`config.mk`:
```
export PLATFORM = sky130hd
export DESIGN_NAME = gsbb_coef
export DESIGN_NICKNAME = d
export VERILOG_FILES = /design/src/hw/rtl/gsbb_pkg.sv /design/src/hw/rtl/gsbb_coef.sv
export SDC_FILE = /design/constraint.sdc
export NUM_CORES = 2
export LEC_CHECK = 0
export BUFFER_PORTS_ARGS = -buffer_cell sky130_fd_sc_hd__buf_2
export CORE_ASPECT_RATIO = 0.75
export CORE_MARGIN = 3
export CORE_UTILIZATION = 45
export CTS_BUF_LIST = sky130_fd_sc_hd__clkbuf_8
export CTS_CLUSTER_DIAMETER = 50
export CTS_CLUSTER_SIZE = 28
export DETAILED_ROUTE_END_ITERATION = 6
export PLACE_DENSITY_LB_ADDON = 0.3
export SYNTH_ARGS = -nofsm -noshare
export SYNTH_HDL_FRONTEND = slang
export SYNTH_SLANG_ARGS = --single-unit
```
`constraint.sdc`:
```
create_clock -name clk -period 11.3 [get_ports clk]
set_input_delay 1.13 -clock clk [delete_from_list [all_inputs] [get_ports clk]]
set_output_delay 1.13 -clock clk [all_outputs]
set_load 0.05 [all_outputs]
```
`src/hw/rtl/gsbb_pkg.sv`:
```
`timescale 1ns / 1ps
// ----------------------------------------------------------------------------
// gsbb_pkg
// Shared widths and pipeline payload types for the splat bounding box block.
// ----------------------------------------------------------------------------
package gsbb_pkg;

  localparam int IDX_W  = 32;
  localparam int POS_W  = 32;
  localparam int SCL_W  = 31;
  localparam int QUAT_W = 8;
  localparam int VEC_W  = SCL_W + 2;
  localparam int MAG_W  = 17;
  localparam int PROD_W = VEC_W + MAG_W;
  localparam int RND_SH = 14;
  localparam int EXT_W  = PROD_W - RND_SH;
  localparam int DIFF_W = EXT_W + 2;

  localparam int IN_DATA_W  = 256;
  localparam int OUT_DATA_W = 224;

  typedef struct packed {
    logic [IDX_W-1:0]            index;
    logic [2:0][POS_W-1:0]       pos;
    logic [2:0][SCL_W-1:0]       scale;
    logic [QUAT_W-1:0]           qw;
    logic [QUAT_W-1:0]           qx;
    logic [QUAT_W-1:0]           qy;
    logic [QUAT_W-1:0]           qz;
  } splat_t;

  typedef struct packed {
    logic [IDX_W-1:0]            index;
    logic [2:0][POS_W-1:0]       pos;
    logic [2:0][VEC_W-1:0]       vec;
  } side_t;

  // mag[j][k] is the magnitude of world component j of rotated axis k, times 16384.
  typedef struct packed {
    side_t                       side;
    logic [2:0][2:0][MAG_W-1:0]  mag;
  } coef_t;

  typedef struct packed {
    logic [IDX_W-1:0]            index;
    logic [2:0][POS_W-1:0]       pos;
    logic [2:0][EXT_W-1:0]       ext;
  } ext_t;

  typedef struct packed {
    logic [IDX_W-1:0]            index;
    logic [2:0][POS_W-1:0]       lo;
    logic [2:0][POS_W-1:0]       hi;
  } box_t;

endpackage

```
`src/hw/rtl/gsbb_coef.sv`:
```
`timescale 1ns / 1ps
// ----------------------------------------------------------------------------
// gsbb_coef
// Two stages: quaternion part products and tripled scales, then the rotation
// coefficient magnitudes.
// ----------------------------------------------------------------------------
module gsbb_coef (
  input  logic            clk,
  input  logic            rst_n,
  input  logic            in_valid,
  output logic            in_ready,
  input  gsbb_pkg::splat_t in_data,
  output logic            out_valid,
  input  logic            out_ready,
  output gsbb_pkg::coef_t out_data
);
  import gsbb_pkg::*;

  logic               s1_vld_r, s1_vld_nxt;
  logic               s2_vld_r, s2_vld_nxt;
  logic               s1_adv, s2_adv;
  side_t              s1_side_r;
  logic signed [15:0] sq_r [3];
  logic signed [15:0] aq_r [3];
  logic signed [15:0] qxy_r, qxz_r, qyz_r;
  coef_t              s2_r;
  logic signed [18:0] m [3][3];
  logic [2:0][2:0][MAG_W-1:0] mag;
  side_t              side_nxt;

  assign s2_adv   = !s2_vld_r || out_ready;
  assign s1_adv   = !s1_vld_r || s2_adv;
  assign in_ready = s1_adv;

  always_comb begin
    s1_vld_nxt = s1_adv ? in_valid : s1_vld_r;
    s2_vld_nxt = s2_adv ? s1_vld_r : s2_vld_r;
  end

  always_comb begin
    side_nxt.index = in_data.index;
    side_nxt.pos   = in_data.pos;
    for (int k = 0; k < 3; k++) begin
      side_nxt.vec[k] = {2'b00, in_data.scale[k]} + {1'b0, in_data.scale[k], 1'b0};
    end
  end

  always_comb begin
    m[0][0] = 19'sd16384 - 19'sd2 * (sq_r[1] + sq_r[2]);
    m[1][1] = 19'sd16384 - 19'sd2 * (sq_r[0] + sq_r[2]);
    m[2][2] = 19'sd16384 - 19'sd2 * (sq_r[0] + sq_r[1]);
    m[0][1] = 19'sd2 * (qxy_r - aq_r[2]);
    m[1][0] = 19'sd2 * (qxy_r + aq_r[2]);
    m[0][2] = 19'sd2 * (qxz_r + aq_r[1]);
    m[2][0] = 19'sd2 * (qxz_r - aq_r[1]);
    m[1][2] = 19'sd2 * (qyz_r - aq_r[0]);
    m[2][1] = 19'sd2 * (qyz_r + aq_r[0]);
    for (int j = 0; j < 3; j++) begin
      for (int k = 0; k < 3; k++) begin
        mag[j][k] = m[j][k][18] ? MAG_W'(-m[j][k]) : MAG_W'(m[j][k]);
      end
    end
  end

  always_ff @(posedge clk) begin
    if (!rst_n) begin
      s1_vld_r <= 1'b0;
      s2_vld_r <= 1'b0;
    end else begin
      s1_vld_r <= s1_vld_nxt;
      s2_vld_r <= s2_vld_nxt;
    end
  end

  always_ff @(posedge clk) begin
    if (s1_adv) begin
      s1_side_r <= side_nxt;
      sq_r[0]   <= $signed(in_data.qx) * $signed(in_data.qx);
      sq_r[1]   <= $signed(in_data.qy) * $signed(in_data.qy);
      sq_r[2]   <= $signed(in_data.qz) * $signed(in_data.qz);
      aq_r[0]   <= $signed(in_data.qw) * $signed(in_data.qx);
      aq_r[1]   <= $signed(in_data.qw) * $signed(in_data.qy);
      aq_r[2]   <= $signed(in_data.qw) * $signed(in_data.qz);
      qxy_r     <= $signed(in_data.qx) * $signed(in_data.qy);
      qxz_r     <= $signed(in_data.qx) * $signed(in_data.qz);
      qyz_r     <= $signed(in_data.qy) * $signed(in_data.qz);
    end
    if (s2_adv) begin
      s2_r.side <= s1_side_r;
      s2_r.mag  <= mag;
    end
  end

  assign out_valid = s2_vld_r;
  assign out_data  = s2_r;

endmodule

```
---- Word-level counts from Yosys, hierarchy flattened ----
Memory sizes are Yosys's and may differ from the RTL's.
Index checks and enable logic that the tools add are counted.
storage, ports and cells
  register bits ........................... 657
  bits in writable memories ............... 96
  bits of input ports ..................... 257
  memories kept ........................... 2
  logic and storage cells ................. 84
  output and inout port bits .............. 382
memory list
  memory  depth  bits a word  read ports  clocked after memory_dff  write ports  line             source
  aq_r    3      16           3           0                         3            gsbb_coef.sv:24  logic signed [15:0] aq_r [3];
  sq_r    3      16           3           0                         3            gsbb_coef.sv:23  logic signed [15:0] sq_r [3];
cells by class
  multipliers ............................. 9
  add/subtract/negate cells ............... 24
  mux-type cells .......................... 11
  reductions and logical operators ........ 4
operators with widths
  kind                                                 number
  two-way mux 17 bit                                   9
  negator 17 bit                                       9
  multiplier 8 x 8 -> 16 bit                           9
  adder 16 x 16 -> 17 bit                              6
  adder 31 x 32 -> 33 bit                              3
  subtractor 16 x 18 -> 19 bit (first input constant)  3
  subtractor 16 x 16 -> 17 bit                         3
  zero test 1 bit                                      2
  logical OR 1 bit                                     2
  two-way mux 1 bit                                    2

---- Longest topological paths before layout ----
  word-level depth ........................ 5
  gate-level depth with buffers ........... 24
  depth with buffers taken out ............ 23

---- Least setup slack after synthesis ----
No wires, ideal clock.
  path type ............................... input to register
  start ................................... in out_ready
  end ..................................... mem aq_r[0][0], enable pin
  setup time .............................. 2812 ps
  data arrival time ....................... 7569 ps
  setup slack ............................. 919 ps
  buffers on the path ..................... 0
  data required time ...................... 8488 ps
  stages .................................. 2
  cells stage by stage .................... nor2b_1 > nand2_1
RTL lines
  element          line             source
  start, declared  gsbb_coef.sv:14  input logic out_ready,
  end, declared    gsbb_coef.sv:24

==> tab_implementation.tex <==
\begin{tabular}{lr}
\hline
Metric & Value \\
\hline
\multicolumn{2}{l}{\textbf{Status}} \\
Outcome & complete, no violations \\
\multicolumn{2}{l}{\textbf{Detailed routing}} \\
Drt total wl & 140 mm \\
Detailed-route DRC error count & 0 \\
Average vias per placed instance & 5.17 \\
Number of iterations in the first detailed-routing pass & 5 \\
Number of vias after detailed routing & 40,100 \\
Post-detailed-route wirelength per cell & 18.1 µm \\
Iteration-0 DRC Markers & 2,597 \\
Remaining antenna violation count & 0 \\
\multicolumn{2}{l}{\textbf{Hold path}} \\
Hold path start & s1\_side\_r[202] \\
End point of the worst hold path & out\_data[355] \\
Number of instances on the worst hold path & 0 \\
Type of the tightest min-delay check & flop to flop \\
\multicolumn{2}{l}{\textbf{Critical path}} \\
Critical Path Max Stage Delay & 0.57 ns \\
Crit-path leading delay family & adder cells \\
Critical path class & primary input to flop \\
Count of buffer and inverter cells on the critical path & 4 \\
R2R Setup Slk & 6.52 ns \\
Kind of start point of the critical path & primary input \\
Element type at the critical path end & flop \\
Library cell contributing the largest single delay on the critical path & clkinv\_1 \\
Crit Path Max Fanout & 27 \\
Origin of the critical flop-to-flop path & sq\_r[0][19] \\
Depth of the worst register-to-register path & 12 \\
CP required & 11.82 ns \\
Sequence of cells on the critical path & buf\_2, clkinv\_1, ha\_1, or2\_2, fa\_1, fa\_1, inv\_1, fa\_1, inv\_1, ha\_1, o21ai\_0, a21boi\_0, o21ai\_0, a21boi\_0, o21ai\_0, nand2b\_1, a21o\_1, a21oi\_1, xnor2\_1 \\
Worst Path Arrival & 6.25 ns \\
Reg2reg end & out\_data[13] \\
\multicolumn{2}{l}{\textbf{GRT}} \\
Overflow after GRT & 0 \\
Global-route wire length before repair & 221 mm \\
Via count of the first global-routing pass & 39,900 \\
Antenna violations before repair & 30 \\
Maximum number of pins on one net before global-route repair & 134 \\
Global-route usage over all layers & 20.7\% \\
\multicolumn{2}{l}{\textbf{CTS}} \\
Clk\_lat worst skew & 0.80 ns \\
Longest Clk Path Bufs & 3 \\
Number of setup buffers added after CTS & 0 \\
Clock sink count & 738 \\
TritonCTS buffer count & 82 \\
Number of instances resized during post-cts repair & 0 \\
Root cell of the clock tree & clkbuf\_8 \\
Post-CTS Hold Buffers & 0 \\
Clock transition at the register clock pins on the worst setup and hold paths after CTS & 0.11 ns \\
CTS H-tree depth & 3 \\
CTS tree & yes \\
\multicolumn{2}{l}{\textbf{Floorplanning}} \\
Die footprint & 134,000 µm² \\
Height of the die & 318 µm \\
Number of core rows & 113 \\
Initial core utilization & 45.7\% \\
Top-Level Pins & 639 \\
Core ar. & 128,000 µm² \\
Die width & 422 µm \\
\multicolumn{2}{l}{\textbf{Power and ir drop}} \\
Leak Pwr & 0.0293 µW \\
Power density over the cells & 307 nW/µm² \\
Maximum vdd ir drop & 0.159 mV \\
\multicolumn{2}{l}{\textbf{Yosys}} \\
Gate Count Post-Synth & 5,367 \\
\#FFs+latches synth & 738 \\
Distinct cell type count after synthesis & 107 \\
Leading post-synthesis cells by instance count & 875 x inv\_1, 736 x edfxtp\_1, 509 x ha\_1, 466 x fa\_1, 379 x xnor2\_1 \\
Cell types occupying the most area after synthesis & edfxtp\_1 38\%, fa\_1 16\%, ha\_1 11\% \\
Portion of synthesized cell area occupied by the leading cell type & 37.9\% \\
Number of warning messages in the yosys log & 0 \\
Combined area of all synthesized cells & 58,300 µm² \\
Ys async rst share & 0\% \\
Area leader, netlist & edfxtp\_1 \\
Avg Synthesized Cell Area & 10.9 µm² \\
Sequential area share after synthesis & 38.0\% \\
EDFF count, synth & 736 \\
Count leader, synth & inv\_1 \\
Top flip-flop cell by instance count after synthesis & edfxtp\_1 \\
\multicolumn{2}{l}{\textbf{Timing}} \\
Slew at the pin closest to its max-slew limit & 1.13 ns \\
Post-Route Setup TNS & 0 ns \\
Final clock period utilization by the worst path & 50.7\% \\
Fin. Hold Viols & 0 \\
Maximum clock rate & 175 MHz \\
Worst slew slack as a fraction of its limit & 23.7\% \\
RSZ-0062 raised after global routing & no \\
Fin. max-slew vios & 0 \\
Final setup fails & 0 \\
Time the final worst path needs with I/O delays and setup & 5.72 ns \\
Maximum clock skew at final layout & 0.0799 ns \\
\multicolumn{2}{l}{\textbf{Place}} \\
Routability cong. & 0.902 \\
Dpl cell area & 63,100 µm² \\
DP HPWL & 110 mm \\
Number of port buffers & 629 \\
\multicolumn{2}{l}{\textbf{Layout}} \\
Final core occ & 51.0\% \\
Final non-filler cell area & 65,100 µm² \\
Share of post-route cells with drive strength above 1 & 14.4\% \\
Final net count & 7,169 \\
Signed area change from the synthesized netlist to the final layout & 11.6\% \\
\multicolumn{2}{l}{\textbf{Flow run}} \\
Count of maximum capacitance violations & 0 \\
\hline
\end{tabular}
-- sequential cells by signal (all words and copies together), names as in the netlist --
name	flops
sq_r	45
out_data	368
s1_side_r	227
qyz_r	16
qxy_r	16
out_valid	1
aq_r	48
s1_vld_r	1
qxz_r	16
-- worst max-delay path by stage --
stage                      startpoint           to  slack, ns  cells after the start
after floorplan             out_ready   aq_r[0][0]       0.92                      2
after global placement     in_data[3]  sq_r[0][47]       5.03                     19
after detailed placement  in_data[11]  sq_r[0][30]       4.88                     19
after CTS                 in_data[11]    qxy_r[14]       5.72                     20
after global routing      in_data[11]  sq_r[0][30]       5.29                     19
final                     in_data[11]  sq_r[0][30]       5.58                     19
-- cells by family after synthesis --
family | count (synthesis) | share of synthesized area (%)
compound gates | 864 | 9.85
buf+inv | 1045 | 6.84
flops | 738 | 38.0
fa+ha+maj | 975 | 26.9
other cells | 1 | 0.00643
simple gates | 1254 | 10.9
xor+xnor | 474 | 7.17
mux | 16 | 0.294
-- worst reg2reg max path, cell delays in order, from the launching register on --
cell and delay (ns):
edfxtp_1 0.53, inv_1 0.22, fa_1 0.51, nand2b_1 0.19, a211oi_1 0.51, o22a_1 0.24
a311oi_1 0.10, nor3_1 0.66, o31a_1 0.29, o31a_1 0.67, and4_1 0.33, a211oi_2 0.04
xor2_1 0.19
-- layout make-up --
type | count | area [µm²]
antenna | 15 | 37.5
tap | 1725 | 2160
sequential | 738 | 22100
fill | 11400 | 62600
clock inverter | 71 | 810
clock buffer | 82 | 1130
inverter | 883 | 3320
multi-input combinational | 3592 | 32200
timing repair buffer | 640 | 3240
-- cell usage in the layout, fill, tap and decap left out, types with 15 or more instances in the layout --
cell      instances
clkbuf_8         82
and3_1           32
edfxtp_1        736
or3_1            23
nand3_1          52
a21o_1           96
a31o_2           15
and2_1          273
o21ai_0         147
o31ai_1          27
ha_1            509
nand2b_1         66
nand2_1         288
diode_2          15
a31oi_1          37
inv_1           878
a211oi_1         22
buf_2           629
fa_1            466
nor2b_1          53
a21oi_1         232
nor2_1          304
nor4_1           15
a21boi_0         28
o31a_1           16
xnor2_1         379
or2_2            20
nor3_1           56
o21a_1           43
o21bai_1         32
o211ai_1         20
xor2_1           92
or4_1            15
-- power by group --
group          leakage (µW)  switching (µW)  total [µW]  internal [µW]
Combinational        0.0206            8020       13000           5000
Clock              0.000976            1180        2060            877
Sequential          0.00777             374        4890           4520
-- per-layer routing --
| layer | track usage (%) | share of wire (%) | wire [µm] | vias to the layer above |
|---|---|---|---|---|
| li1 | - | - | - | 19200 |
| met1 | 27.6 | 44 | 61400 | 19600 |
| met2 | 33.8 | 47 | 65600 | 1024 |
| met3 | 4.82 | 6.7 | 9400 | 197 |
| met4 | 5.80 | 2.7 | 3800 | 20 |
| met5 | 0 | 0.091 | 128 | - |
-- metrics by stage --
stage | instances | hold slack, ns | total power (µW) | setup slack (ns)
floorplan | 5375 | 0.400 | 15100 | 0.919
global placement | 7578 | 0.400 | 17800 | 5.03
detailed placement | 7578 | 0.405 | 18000 | 4.88
CTS | 7731 | 0.385 | 20100 | 5.72
global route | 7740 | 0.398 | 21700 | 5.29
finish | 7746 | 0.383 | 20000 | 5.58
(Power assumes the default switching activity.)
