==> config.mk <==
export PLATFORM = sky130hd
export DESIGN_NAME = gsbb_bound
export DESIGN_NICKNAME = d
export VERILOG_FILES = /design/src/hw/rtl/gsbb_pkg.sv /design/src/hw/rtl/gsbb_bound.sv
export SDC_FILE = /design/constraint.sdc
export NUM_CORES = 1
export LEC_CHECK = 0
export BUFFER_PORTS_ARGS = -buffer_cell sky130_fd_sc_hd__clkbuf_2
export CELL_PAD_IN_SITES_DETAIL_PLACEMENT = 0
export CELL_PAD_IN_SITES_GLOBAL_PLACEMENT = 1
export CORE_AREA = 2 2 219 243
export CTS_CLUSTER_SIZE = 25
export DETAILED_ROUTE_END_ITERATION = 8
export DIE_AREA = 0 0 221 245
export PLACE_DENSITY_LB_ADDON = 0.1
export SYNTH_ARGS = -nofsm -noshare
export SYNTH_HDL_FRONTEND = slang
export SYNTH_SLANG_ARGS = --single-unit
==> constraint.sdc <==
create_clock -name clk -period 19.3 [get_ports clk]
set_input_delay 4.825 -clock clk [delete_from_list [all_inputs] [get_ports clk]]
set_output_delay 4.825 -clock clk [all_outputs]
set_load 0.05 [all_outputs]
==> src/hw/rtl/gsbb_pkg.sv <==
`timescale 1ns / 1ps
// ----------------------------------------------------------------------------
// gsbb_pkg
// Shared widths and pipeline payload types for the splat bounding box block.
// ----------------------------------------------------------------------------
package gsbb_pkg;

  localparam int IDX_W  = 32;
  localparam int POS_W  = 32;
  localparam int SCL_W  = 31;
  localparam int QUAT_W = 8;
  localparam int VEC_W  = SCL_W + 2;
  localparam int MAG_W  = 17;
  localparam int PROD_W = VEC_W + MAG_W;
  localparam int RND_SH = 14;
  localparam int EXT_W  = PROD_W - RND_SH;
  localparam int DIFF_W = EXT_W + 2;

  localparam int IN_DATA_W  = 256;
  localparam int OUT_DATA_W = 224;

  typedef struct packed {
    logic [IDX_W-1:0]            index;
    logic [2:0][POS_W-1:0]       pos;
    logic [2:0][SCL_W-1:0]       scale;
    logic [QUAT_W-1:0]           qw;
    logic [QUAT_W-1:0]           qx;
    logic [QUAT_W-1:0]           qy;
    logic [QUAT_W-1:0]           qz;
  } splat_t;

  typedef struct packed {
    logic [IDX_W-1:0]            index;
    logic [2:0][POS_W-1:0]       pos;
    logic [2:0][VEC_W-1:0]       vec;
  } side_t;

  // mag[j][k] is the magnitude of world component j of rotated axis k, times 16384.
  typedef struct packed {
    side_t                       side;
    logic [2:0][2:0][MAG_W-1:0]  mag;
  } coef_t;

  typedef struct packed {
    logic [IDX_W-1:0]            index;
    logic [2:0][POS_W-1:0]       pos;
    logic [2:0][EXT_W-1:0]       ext;
  } ext_t;

  typedef struct packed {
    logic [IDX_W-1:0]            index;
    logic [2:0][POS_W-1:0]       lo;
    logic [2:0][POS_W-1:0]       hi;
  } box_t;

endpackage

==> src/hw/rtl/gsbb_bound.sv <==
`timescale 1ns / 1ps
// ----------------------------------------------------------------------------
// gsbb_bound
// Output stage: centre minus and plus the half extent, saturated to 32 bits.
// ----------------------------------------------------------------------------
module gsbb_bound (
  input  logic            clk,
  input  logic            rst_n,
  input  logic            in_valid,
  output logic            in_ready,
  input  gsbb_pkg::ext_t  in_data,
  output logic            out_valid,
  input  logic            out_ready,
  output gsbb_pkg::box_t  out_data
);
  import gsbb_pkg::*;

  logic                     s5_vld_r, s5_vld_nxt;
  logic                     s5_adv;
  logic signed [DIFF_W-1:0] p_ext, e_ext, lo_w, hi_w;
  box_t                     box_nxt;
  box_t                     s5_r;

  function automatic logic [POS_W-1:0] sat32(input logic signed [DIFF_W-1:0] v);
    logic [POS_W-1:0] r;
    if ((v[DIFF_W-1:POS_W-1] == '0) || (v[DIFF_W-1:POS_W-1] == '1)) begin
      r = v[POS_W-1:0];
    end else if (v[DIFF_W-1]) begin
      r = 32'h8000_0000;
    end else begin
      r = 32'h7FFF_FFFF;
    end
    return r;
  endfunction

  assign s5_adv   = !s5_vld_r || out_ready;
  assign in_ready = s5_adv;

  always_comb begin
    s5_vld_nxt    = s5_adv ? in_valid : s5_vld_r;
    box_nxt.index = in_data.index;
    p_ext = '0;
    e_ext = '0;
    lo_w  = '0;
    hi_w  = '0;
    for (int j = 0; j < 3; j++) begin
      p_ext = {{(DIFF_W-POS_W){in_data.pos[j][POS_W-1]}}, in_data.pos[j]};
      e_ext = {2'b00, in_data.ext[j]};
      lo_w  = p_ext - e_ext;
      hi_w  = p_ext + e_ext;
      box_nxt.lo[j] = sat32(lo_w);
      box_nxt.hi[j] = sat32(hi_w);
    end
  end

  always_ff @(posedge clk) begin
    if (!rst_n) begin
      s5_vld_r <= 1'b0;
    end else begin
      s5_vld_r <= s5_vld_nxt;
    end
  end

  always_ff @(posedge clk) begin
    if (s5_adv) begin
      s5_r <= box_nxt;
    end
  end

  assign out_valid = s5_vld_r;
  assign out_data  = s5_r;

endmodule

==> After elaboration in Yosys (flattened, before gate mapping) <==
Index checks and enable logic that the tools add are counted.
{ "word_totals": {"ff_bits": 225, "out_inout_bits": 226, "elab_cells": 46} }
{ "classes": {"n_addsub": 6, "n_eq_ne": 6, "muxes": 12, "n_reduce_logical": 14} }
{ "ops": {"columns": ["op", "n"], "rows": [
  ["2-to-1 mux 32 bit", 12],
  ["adder 32 x 37 -> 38 bit", 3],
  ["subtractor 32 x 37 -> 38 bit", 3],
  ["== test 7 bit (second input constant)", 6],
  ["logical NOT 7 bit", 6],
  ["logical OR 1 bit", 7],
  ["logical NOT 1 bit", 1]
]} }

==> Longest topological paths before layout <==
Gate-level depths: netlist of the first run.
{ "depth": {"depth_word": 4, "depth_mapped": 17, "ltp_nobuf": 15} }

==> Least setup slack after synthesis of the first run <==
No wires, ideal clock.
{ "synth_timing": {"kind": "input to output", "from": "input port out_ready", "to": "output port in_ready", "t_arrival_ns": 10.553, "t_required_ns": 14.475, "setup_slack_ns": 3.922, "stages": 1, "path_cell_list": "nand2b_1"} }
{ "synth_between": {"elab_chain_len": 1} }
{ "synth_rtl": {"columns": ["item", "line", "text"], "rows": [
  ["from (decl)", "gsbb_bound.sv:13", "input logic out_ready,"],
  ["logical OR 1 bit", "gsbb_bound.sv:36", "assign s5_adv = !s5_vld_r || out_ready;"],
  ["to (decl)", "gsbb_bound.sv:10", "output logic in_ready,"]
]} }
No other way between the ends.

==> Final worst setup path of the first run <==
Ends and elaborated chain as after synthesis.

==> impl_metrics.csv, run 1 <==
group,metric,value,unit
detailed_routing,drc,0,
synthesis,synth.cell_area,0.0205,sq mm
die,dieWidth,221,microns
timing,finClkSkew,0.0138,ns
synthesis,ys_seq_elements,225,
detailed_routing,first_iter_violations,1226,
grt,grt_max_degree,77,
clock_network,htreeDepth,1,
detailed_routing,post_drt_via_cell_ratio,5.54,
detailed_routing,ant_nets,0,
timing,setup_tns,0,ns
clock_network,post_cts_buffers,0,
detailed_routing,drtPass1Iterations,5,
grt,grt_pass1_wl,107000,microns
synthesis,synth_top_area_cell,"edfxtp_1",
outcome,status,"complete, no violations",
worst_setup_path,cp.required,14.48,ns
clock_network,ctsResizeCount,0,
timing,fmax,93.4,MHz
clock_network,clock_latency,0.59,ns
grt,grt_overflow,0,
place,port_buffers,465,
clock_network,cts_tree,"yes",
synthesis,synth_flop_cell,"edfxtp_1",
synthesis,synthTopCellsByArea,"edfxtp_1 33%, ha_1 13%, a21oi_1 7.8%",
timing,drv_slew,0,
worst_setup_path,path_depth,3,
die,fp.dieH,245,microns
timing,setup_violations,0,
timing,hold_viol,0,
worst_setup_path,r2r-end,"out_data[136]",
pwr,p_per_area,88.0,mW/mm^2
synthesis,synthArstFlopShare,0,%
finish,final_common_cell,"clkbuf_2",
worst_setup_path,slowest_stage,"nand2b_4",
synthesis,syn_inst,2317,
clock_network,clockBufferDepth,3,
timing,rsz0062_at_grt,"false",
clock_network,numClockSinks,225,
grt,track_usage,25.0,%
worst_setup_path,r2r-start,"out_valid",
clock_network,ctsRootBufferMaster,"clkbuf_16",
finish,layout_common_cells,"465 x clkbuf_2, 319 x a21oi_1, 224 x edfxtp_1, 219 x ha_1, 210 x inv_1",
synthesis,yosysSeqAreaShare,33.0,%
worst_setup_path,critPathBufInv,2,
worst_setup_path,arrival,5.88,ns
clock_network,path_clk_slew,0.06,ns
die,row_count,88,
die,core,0.0519,sq mm
worst_setup_path,critPathMaxStageDelay,0.57,ns
finish,drive_gt1_share,22.0,%
clock_network,cts-buffers-inserted,28,
timing,period_share,55.5,%
timing,fin_crit,10.70,ns
worst_setup_path,startpoint,"out_ready",
place,place.gp.congestion,0.927,
finish,nets,3171,
pwr,peakVddDrop,0.0676,mV
worst_hold_path,hp-class,"reg2reg",
job,cap_violations,0,
synthesis,netlist-cell-type-count,88,
detailed_routing,wl_per_cell,20.8,microns
worst_setup_path,critPathKind,"in2out",
detailed_routing,totalWireLength,71000,microns
synthesis,synth_nets,2782,
detailed_routing,num_vias,18858,
worst_setup_path,critical_path.top_delay_family,"simple AND/OR/NAND/NOR gates",
grt,antenna_found_initial,7,
die,ios,466,
worst_setup_path,start_kind,"input port",
die,initial_core_util,39.5,%
grt,grt_pass1_vias,18447,
worst_setup_path,cp_cell_sequence,"clkbuf_2, nand2b_4, clkbuf_2",
pwr,p_leak,10.8,nW
synthesis,yosysTopAreaCellShare,32.9,%
synthesis,syn-mean-instance-area,8.83,sq um
worst_setup_path,worstRegToRegCells,2,
worst_setup_path,cp_max_fo,51,
timing,slew_headroom,32.5,%
worst_setup_path,r2r_slack,17.05,ns
synthesis,synth_edf_count,224,
timing,tightestPinTransition,1.01,ns
clock_network,cts.hold.buffers_added,0,
finish,area_delta_synth_final,18.4,%
worst_setup_path,crit_path_end,"in_ready",
die,dieArea,0.0541,sq mm
worst_setup_path,crit_top_cell,"clkbuf_2",
worst_setup_path,end_kind,"output pin",
place,dp_hpwl,56100,microns
synthesis,yosysWarningCount,0,
finish,final_core_util,46.7,%
-- registers in the layout (all words and copies together) (netlist names) --
| register | flops |
|---|---|
| out_data | 224 |
| out_valid | 1 |
-- worst reg2reg max path, stage by stage, from the launching register on --
cell	delay, ns
dfxtp_1	0.35
nand2b_4	0.55
buf_4	0.90
-- cell usage after synthesis, types with 7 or more instances --
| library cell | number |
|---|---|
| nand2b_1 | 31 |
| o31ai_1 | 34 |
| a21o_1 | 35 |
| nand4_1 | 17 |
| buf_2 | 39 |
| ha_1 | 219 |
| nor4_1 | 29 |
| edfxtp_1 | 224 |
| a221oi_1 | 7 |
| buf_4 | 8 |
| nor2b_1 | 29 |
| xnor2_1 | 172 |
| a211oi_1 | 13 |
| nand2_1 | 101 |
| clkbuf_1 | 66 |
| o21ai_0 | 128 |
| inv_1 | 210 |
| o21a_1 | 39 |
| nor3_1 | 49 |
| xor2_1 | 24 |
| and3_1 | 9 |
| nor2_1 | 178 |
| o21bai_1 | 45 |
| a21oi_2 | 24 |
| or3_1 | 14 |
| or4_1 | 11 |
| nand3_1 | 31 |
| o31a_1 | 14 |
| o41ai_1 | 10 |
| a21boi_0 | 7 |
| a31oi_1 | 24 |
| a21oi_1 | 319 |
| o211ai_1 | 15 |
-- area by class of cell --
type,count,area (sq um)
flip-flops and latches,225,6750
diodes,2,5.00
multi-input cells,1752,12400
inverters,216,811
well taps,675,845
fillers,5122,27600
repair buffers,483,2460
clock inverters,19,231
clock buffers,32,737
-- metal layers --
layer	share of wire (%)	wire length [microns]	GRT usage (%)
met3	7.0	4990	5.15
met4	2.0	1420	5.65
met5	0.093	66	0
met2	48	34300	43.6
met1	43	30200	31.7
-- report_power, final --
part / switching, W / total [W] / internal (W) / leakage, nW
logic: 0.000654 / 0.000913 / 0.000259 / 7.92
registers: 0.0000246 / 0.000653 / 0.000629 / 2.44
clock network: 0.000228 / 0.000567 / 0.000340 / 0.476
total: 0.000906 / 0.00213 / 0.00123 / 10.8
-- per-stage QoR --
step	total power (W)	cells	hold WS, ns	instance area (sq um)	worst slack [ns]
global placement	0.00157	3351	1.19	23300	8.55
finish	0.00213	3404	1.16	24200	8.60
floorplan	0.00133	2317	4.92	20500	3.92
CTS	0.00215	3402	1.24	24200	8.53
global route	0.00223	3402	1.27	24200	8.49
detailed placement	0.00157	3351	1.22	23300	8.53
-- worst min path at each step --
stage / start / to / cells past startpoint
2_1_floorplan: in_data[204] / out_data[192] / 0
3_3_place_gp: out_valid / out_valid / 2
3_5_place_dp: out_valid / out_data[170] / 1
4_1_cts: out_valid / out_valid / 2
5_1_grt: out_valid / out_data[170] / 1
6_report: out_valid / out_data[170] / 1
-- cells by family (layout without fill, tap and decap cells) --
kind of cell	after synthesis	in the layout	synth area share [%]
other cells	0	2	0
compound gates	788	788	24.6
fa+ha+maj	225	225	14.0
xor+xnor	196	196	8.39
flops	225	225	33.0
mux	7	7	0.361
simple gates	536	536	12.9
buf+inv	340	750	6.85
Power figures use the tool's default switching activity.
==> run 2, diff against run 1 <==
==> constraint.sdc (replaced) <==
create_clock -name clk -period 10.8 [get_ports clk]
set_input_delay 2.7 -clock clk [delete_from_list [all_inputs] [get_ports clk]]
set_output_delay 2.7 -clock clk [all_outputs]
set_load 0.05 [all_outputs]
==> impl_metrics.csv, run 2 (synthesis results as in run 1) <==
group,metric,value,unit
finish,largest_reg_flops,224,
worst_setup_path,cp.required,11.07,ns
worst_setup_path,critPathKind,"in2reg",
finish,layout_common_cells,"465 x clkbuf_2, 319 x a21oi_1, 224 x edfxtp_1, 219 x ha_1, 210 x inv_1",
worst_setup_path,end_kind,"register",
clock_network,htreeDepth,1,
grt,grtUsageMet3,4.76,%
grt,antenna_found_initial,10,
pwr,finalPower,0.00383,W
timing,tightestPinTransition,1.12,ns
worst_hold_path,min_path_cells,1,
worst_setup_path,worstRegToRegCells,3,
place,place.gp.congestion,0.918,
grt,grt_use_met2,44.1,%
die,fp.dieH,245,microns
worst_setup_path,r2r-start,"out_valid",
die,dieArea,0.0541,sq mm
grt,grt_max_degree,78,
grt,grt_overflow,0,
grt,use_met1,32.8,%
detailed_routing,num_vias,18954,
clock_network,numClockSinks,225,
clock_network,clockBufferDepth,3,
worst_hold_path,hp-class,"reg2reg",
timing,rsz0062_at_grt,"false",
detailed_routing,first_iter_violations,1381,
timing,drv_slew,0,
timing,setup_violations,0,
place,port_buffers,465,
pwr,p_leak,10.8,nW
clock_network,clock_latency,0.58,ns
timing,fin_crit,6.80,ns
finish,drive_gt1_share,21.8,%
finish,nets,3169,
job,cap_violations,0,
timing,slew_headroom,24.1,%
timing,period_share,63.0,%
timing,hold_viol,0,
finish,fin_area,0.0242,sq mm
detailed_routing,totalWireLength,72100,microns
place,placed_cell_area,0.0232,sq mm
grt,track_usage,25.6,%
pwr,peakVddDrop,0.145,mV
detailed_routing,post_drt_via_cell_ratio,5.56,
clock_network,ctsResizeCount,0,
timing,finClkSkew,0.00919,ns
timing,whs,1.16,ns
worst_setup_path,r2r-end,"out_data[107]",
clock_network,path_clk_slew,0.07,ns
detailed_routing,drc,0,
die,initial_core_util,39.5,%
outcome,status,"complete, no violations",
worst_setup_path,cp_max_fo,29,
grt,grt_pass1_wl,110000,microns
worst_hold_path,min_to,"out_data[219]",
clock_network,post_cts_buffers,0,
place,dp_hpwl,57400,microns
pwr,p_per_area,158,mW/mm^2
detailed_routing,wl_per_cell,21.2,microns
finish,area_delta_synth_final,18.4,%
timing,setup_tns,0,ns
finish,final_common_cell,"clkbuf_2",
detailed_routing,ant_nets,0,
worst_hold_path,worstHoldStart,"out_valid",
worst_setup_path,start_kind,"input port",
clock_network,cts-buffers-inserted,29,
detailed_routing,drtPass1Iterations,5,
clock_network,cts_tree,"yes",
clock_network,cts.hold.buffers_added,0,
die,row_count,88,
clock_network,ctsRootBufferMaster,"clkbuf_16",
grt,busiest_layer,"met2",
timing,fmax,147,MHz
die,ios,466,
grt,grt_pass1_vias,18679,
worst_setup_path,r2r_slack,7.82,ns
die,dieWidth,221,microns
die,core,0.0519,sq mm
worst_setup_path,arrival,7.07,ns
[run 2: cell count changes in the layout (fill, tap and decap cells not counted), sizes merged]
| cell | previous run | this run |
|---|---|---|
| diode | 2 | 5 |
| buf | 18 | 15 |
| clkinv | 12 | 14 |
| clkinvlp | 3 | 4 |
| clkbuf | 497 | 495 |
| inv | 215 | 216 |
[run 2: critical path: stages]
cell and delay, ns:
clkbuf_2 0.09, inv_1 0.04, ha_1 0.48, and3_1 0.24
o211ai_1 0.09, a21oi_1 0.24, o211ai_1 0.17, a31oi_1 0.62
a31oi_1 0.37, o311ai_1 0.49, xor2_1 0.26, nand4b_1 0.27
nand2_1 0.77, o21ai_0 0.24
[run 2: power breakdown]
part / internal, W / switching, W
Combinational: 0.000463 / 0.00116
Sequential: 0.00112 / 0.0000548
Clock: 0.000608 / 0.000418
[run 2: worst max-delay path by stage]
stage	cells past startpoint	end	slack [ns]	from
global placement	14	out_data[186]	3.38	in_data[79]
finish	14	out_data[180]	4.00	in_data[79]
CTS	14	out_data[180]	3.95	in_data[79]
detailed placement	14	out_data[180]	3.32	in_data[79]
floorplan	1	in_ready	2.38	out_ready
global route	14	out_data[178]	3.59	in_data[79]
[run 2: routing by layer]
layer / up-vias / wire, microns
li1: 9119 / -
met1: 9013 / 30700
met2: 711 / 34700
met3: 101 / 4850
met4: 10 / 1820
met5: - / 58
[run 2: layout make-up]
| class | instances | area (sq um) |
|---|---|---|
| timing repair buffer | 480 | 2440 |
| inverter | 216 | 811 |
| fill | 5154 | 27600 |
| clock buffer | 30 | 729 |
| tap | 675 | 845 |
| multi-input combinational | 1752 | 12400 |
| clock inverter | 23 | 253 |
| antenna | 5 | 12.5 |
| sequential | 225 | 6750 |
[run 2: per-stage QoR]
step | utilization (%) | cells | setup WS (ns)
after detailed placement | 44.8 | 3348 | 3.32
after CTS | 46.7 | 3401 | 3.95
final | 46.7 | 3406 | 4.00
after floorplan | - | 2317 | 2.38
after global routing | 46.7 | 3404 | 3.59
after global placement | 44.8 | 3348 | 3.38
==> run 3, diff against run 2 <==
--- a/config.mk
+++ b/config.mk
@@ -8,10 +8,10 @@
 export BUFFER_PORTS_ARGS = -buffer_cell sky130_fd_sc_hd__clkbuf_2
 export CELL_PAD_IN_SITES_DETAIL_PLACEMENT = 0
 export CELL_PAD_IN_SITES_GLOBAL_PLACEMENT = 1
-export CORE_AREA = 2 2 219 243
+export CORE_AREA = 2 2 225 249
 export CTS_CLUSTER_SIZE = 25
 export DETAILED_ROUTE_END_ITERATION = 8
-export DIE_AREA = 0 0 221 245
+export DIE_AREA = 0 0 227 251
 export PLACE_DENSITY_LB_ADDON = 0.1
 export SYNTH_ARGS = -nofsm -noshare
 export SYNTH_HDL_FRONTEND = slang
==> constraint.sdc (replaced) <==
create_clock -name clk -period 5.9 [get_ports clk]
set_input_delay 1.475 -clock clk [delete_from_list [all_inputs] [get_ports clk]]
set_output_delay 1.475 -clock clk [all_outputs]
set_load 0.05 [all_outputs]
==> impl_metrics.csv, run 3 (synthesis results as in run 1) <==
group,metric,value,unit
finish,largest_reg_flops,224,
grt,antenna_found_initial,8,
timing,setup_tns,0,ns
die,dieWidth,227,microns
clock_network,numClockSinks,225,
finish,nets,3213,
worst_setup_path,start_kind,"input port",
timing,drv_slew,0,
worst_setup_path,critPathMaxStageDelay,0.44,ns
detailed_routing,post_drt_via_cell_ratio,5.45,
finish,area_delta_synth_final,20.9,%
clock_network,ctsResizeCount,0,
die,ios,466,
clock_network,clockBufferDepth,3,
pwr,p_leak,11.1,nW
finish,final_common_cell,"clkbuf_2",
job,cap_violations,0,
worst_setup_path,crit_top_cell,"buf_4",
detailed_routing,first_iter_violations,1274,
detailed_routing,drc,0,
die,core,0.0545,sq mm
finish,fillers,5510,
detailed_routing,num_vias,19106,
detailed_routing,ant_nets,0,
timing,hold_viol,0,
clock_network,htreeDepth,1,
worst_setup_path,critPathKind,"in2reg",
outcome,status,"complete, no violations",
finish,layout_common_cells,"465 x clkbuf_2, 319 x a21oi_1, 224 x edfxtp_1, 219 x ha_1, 210 x inv_1",
worst_setup_path,slowest_stage,"ha_1",
worst_setup_path,cp_max_fo,27,
clock_network,path_clk_slew,0.06,ns
timing,fmax,195,MHz
timing,tightestPinTransition,1.07,ns
clock_network,clock_latency,0.59,ns
pwr,peakVddDrop,0.214,mV
pwr,finalPower,0.00697,W
worst_setup_path,cp_cell_sequence,"clkbuf_2, inv_1, ha_1, o211ai_1, a21oi_1, o31a_1, o311ai_1, nand3_1, o41ai_2, buf_4, mux2i_1, o311ai_0, nor2_1, nor4b_2, buf_4, nor2_2, buf_12, o21ai_0",
clock_network,post_cts_buffers,0,
timing,rsz0062_at_grt,"false",
timing,fin_crit,5.12,ns
die,row_count,90,
finish,multi_input_area,0.0124,sq mm
worst_setup_path,end_kind,"register",
place,dp_hpwl,58200,microns
place,port_buffers,465,
die,initial_core_util,37.5,%
detailed_routing,totalWireLength,73700,microns
finish,seqCellArea,0.00675,sq mm
detailed_routing,drtPass1Iterations,5,
detailed_routing,wl_per_cell,21.0,microns
clock_network,cts.hold.buffers_added,0,
die,dieArea,0.0570,sq mm
place,place.gp.congestion,0.916,
clock_network,cts-buffers-inserted,29,
pwr,p_per_area,282,mW/mm^2
timing,period_share,86.7,%
clock_network,ctsRootBufferMaster,"clkbuf_16",
timing,setup_violations,0,
grt,grt_pass1_vias,19119,
grt,grt_overflow,0,
worst_setup_path,arrival,5.48,ns
timing,slew_headroom,28.9,%
worst_hold_path,hp-class,"reg2reg",
clock_network,cts_tree,"yes",
finish,drive_gt1_share,23.0,%
timing,finClkSkew,0.00977,ns
grt,grt_pass1_wl,112000,microns
grt,track_usage,25.0,%
worst_setup_path,cp.required,6.26,ns
grt,grt_max_degree,154,
die,fp.dieH,251,microns
## run 3: cell types whose count changed in the layout (fill, tap and decap cells not counted), sizes merged, moves of 3 or more
| cell | previous run | this run |
|---|---|---|
| diode | 5 | 2 |
| bufinv | 5 | 2 |
| clkinv | 14 | 11 |
| buf | 15 | 59 |
## run 3: through the flow
step                      instance area [sq um]  worst slack [ns]  hold slack, ns  util [%]  std cells
after global placement                    23800             0.347           0.735      43.7       3453
after floorplan                           20500             0.994            1.57         -       2317
after detailed placement                  23800             0.280           0.734      43.7       3453
final                                     24700             0.784           0.740      45.4       3508
after CTS                                 24700             0.883           0.745      45.4       3506
after global routing                      24700             0.545           0.779      45.4       3507
## run 3: path summary, 6_finish.rpt
path                from             to  slack (ns)  depth (start not counted)
min reg2reg    out_valid  out_data[171]        0.74                          1
min            out_valid  out_data[171]        0.74                          1
max reg2reg    out_valid   out_data[13]        4.09                          2
max          in_data[77]  out_data[189]        0.78                         18
## run 3: critical path: cells and delay by family
family	cells	cell delay (ns)
buf+inv	5	0.69
fa+ha+maj	1	0.44
compound gates	7	1.93
mux	1	0.18
simple gates	4	0.75
## run 3: cell type report
cell class              instances  area share, %
clock buffers                  32           2.98
inverters                     216           3.28
flip-flops and latches        225           27.3
diodes                          2         0.0202
well taps                     736           3.72
clock inverters                21          0.739
repair buffers                524           11.9
multi-input cells            1752           50.1
## run 3: routing by layer
| metal | GRT usage [%] | part of all wire, % | wire length [microns] | vias to the layer above |
|---|---|---|---|---|
| met5 | 0 | 0.11 | 80 | - |
| met4 | 6.59 | 2.5 | 1860 | 12 |
| met3 | 3.79 | 6.1 | 4510 | 106 |
| met2 | 43.1 | 48 | 35400 | 692 |
| met1 | 32.6 | 43 | 31900 | 9085 |
| li1 | - | - | - | 9211 |
## run 3: report_power, final
part / switching, W / internal (W) / total [W]
clock network: 0.000760 / 0.000991 / 0.00175
logic: 0.00216 / 0.000903 / 0.00307
registers: 0.0000956 / 0.00206 / 0.00215
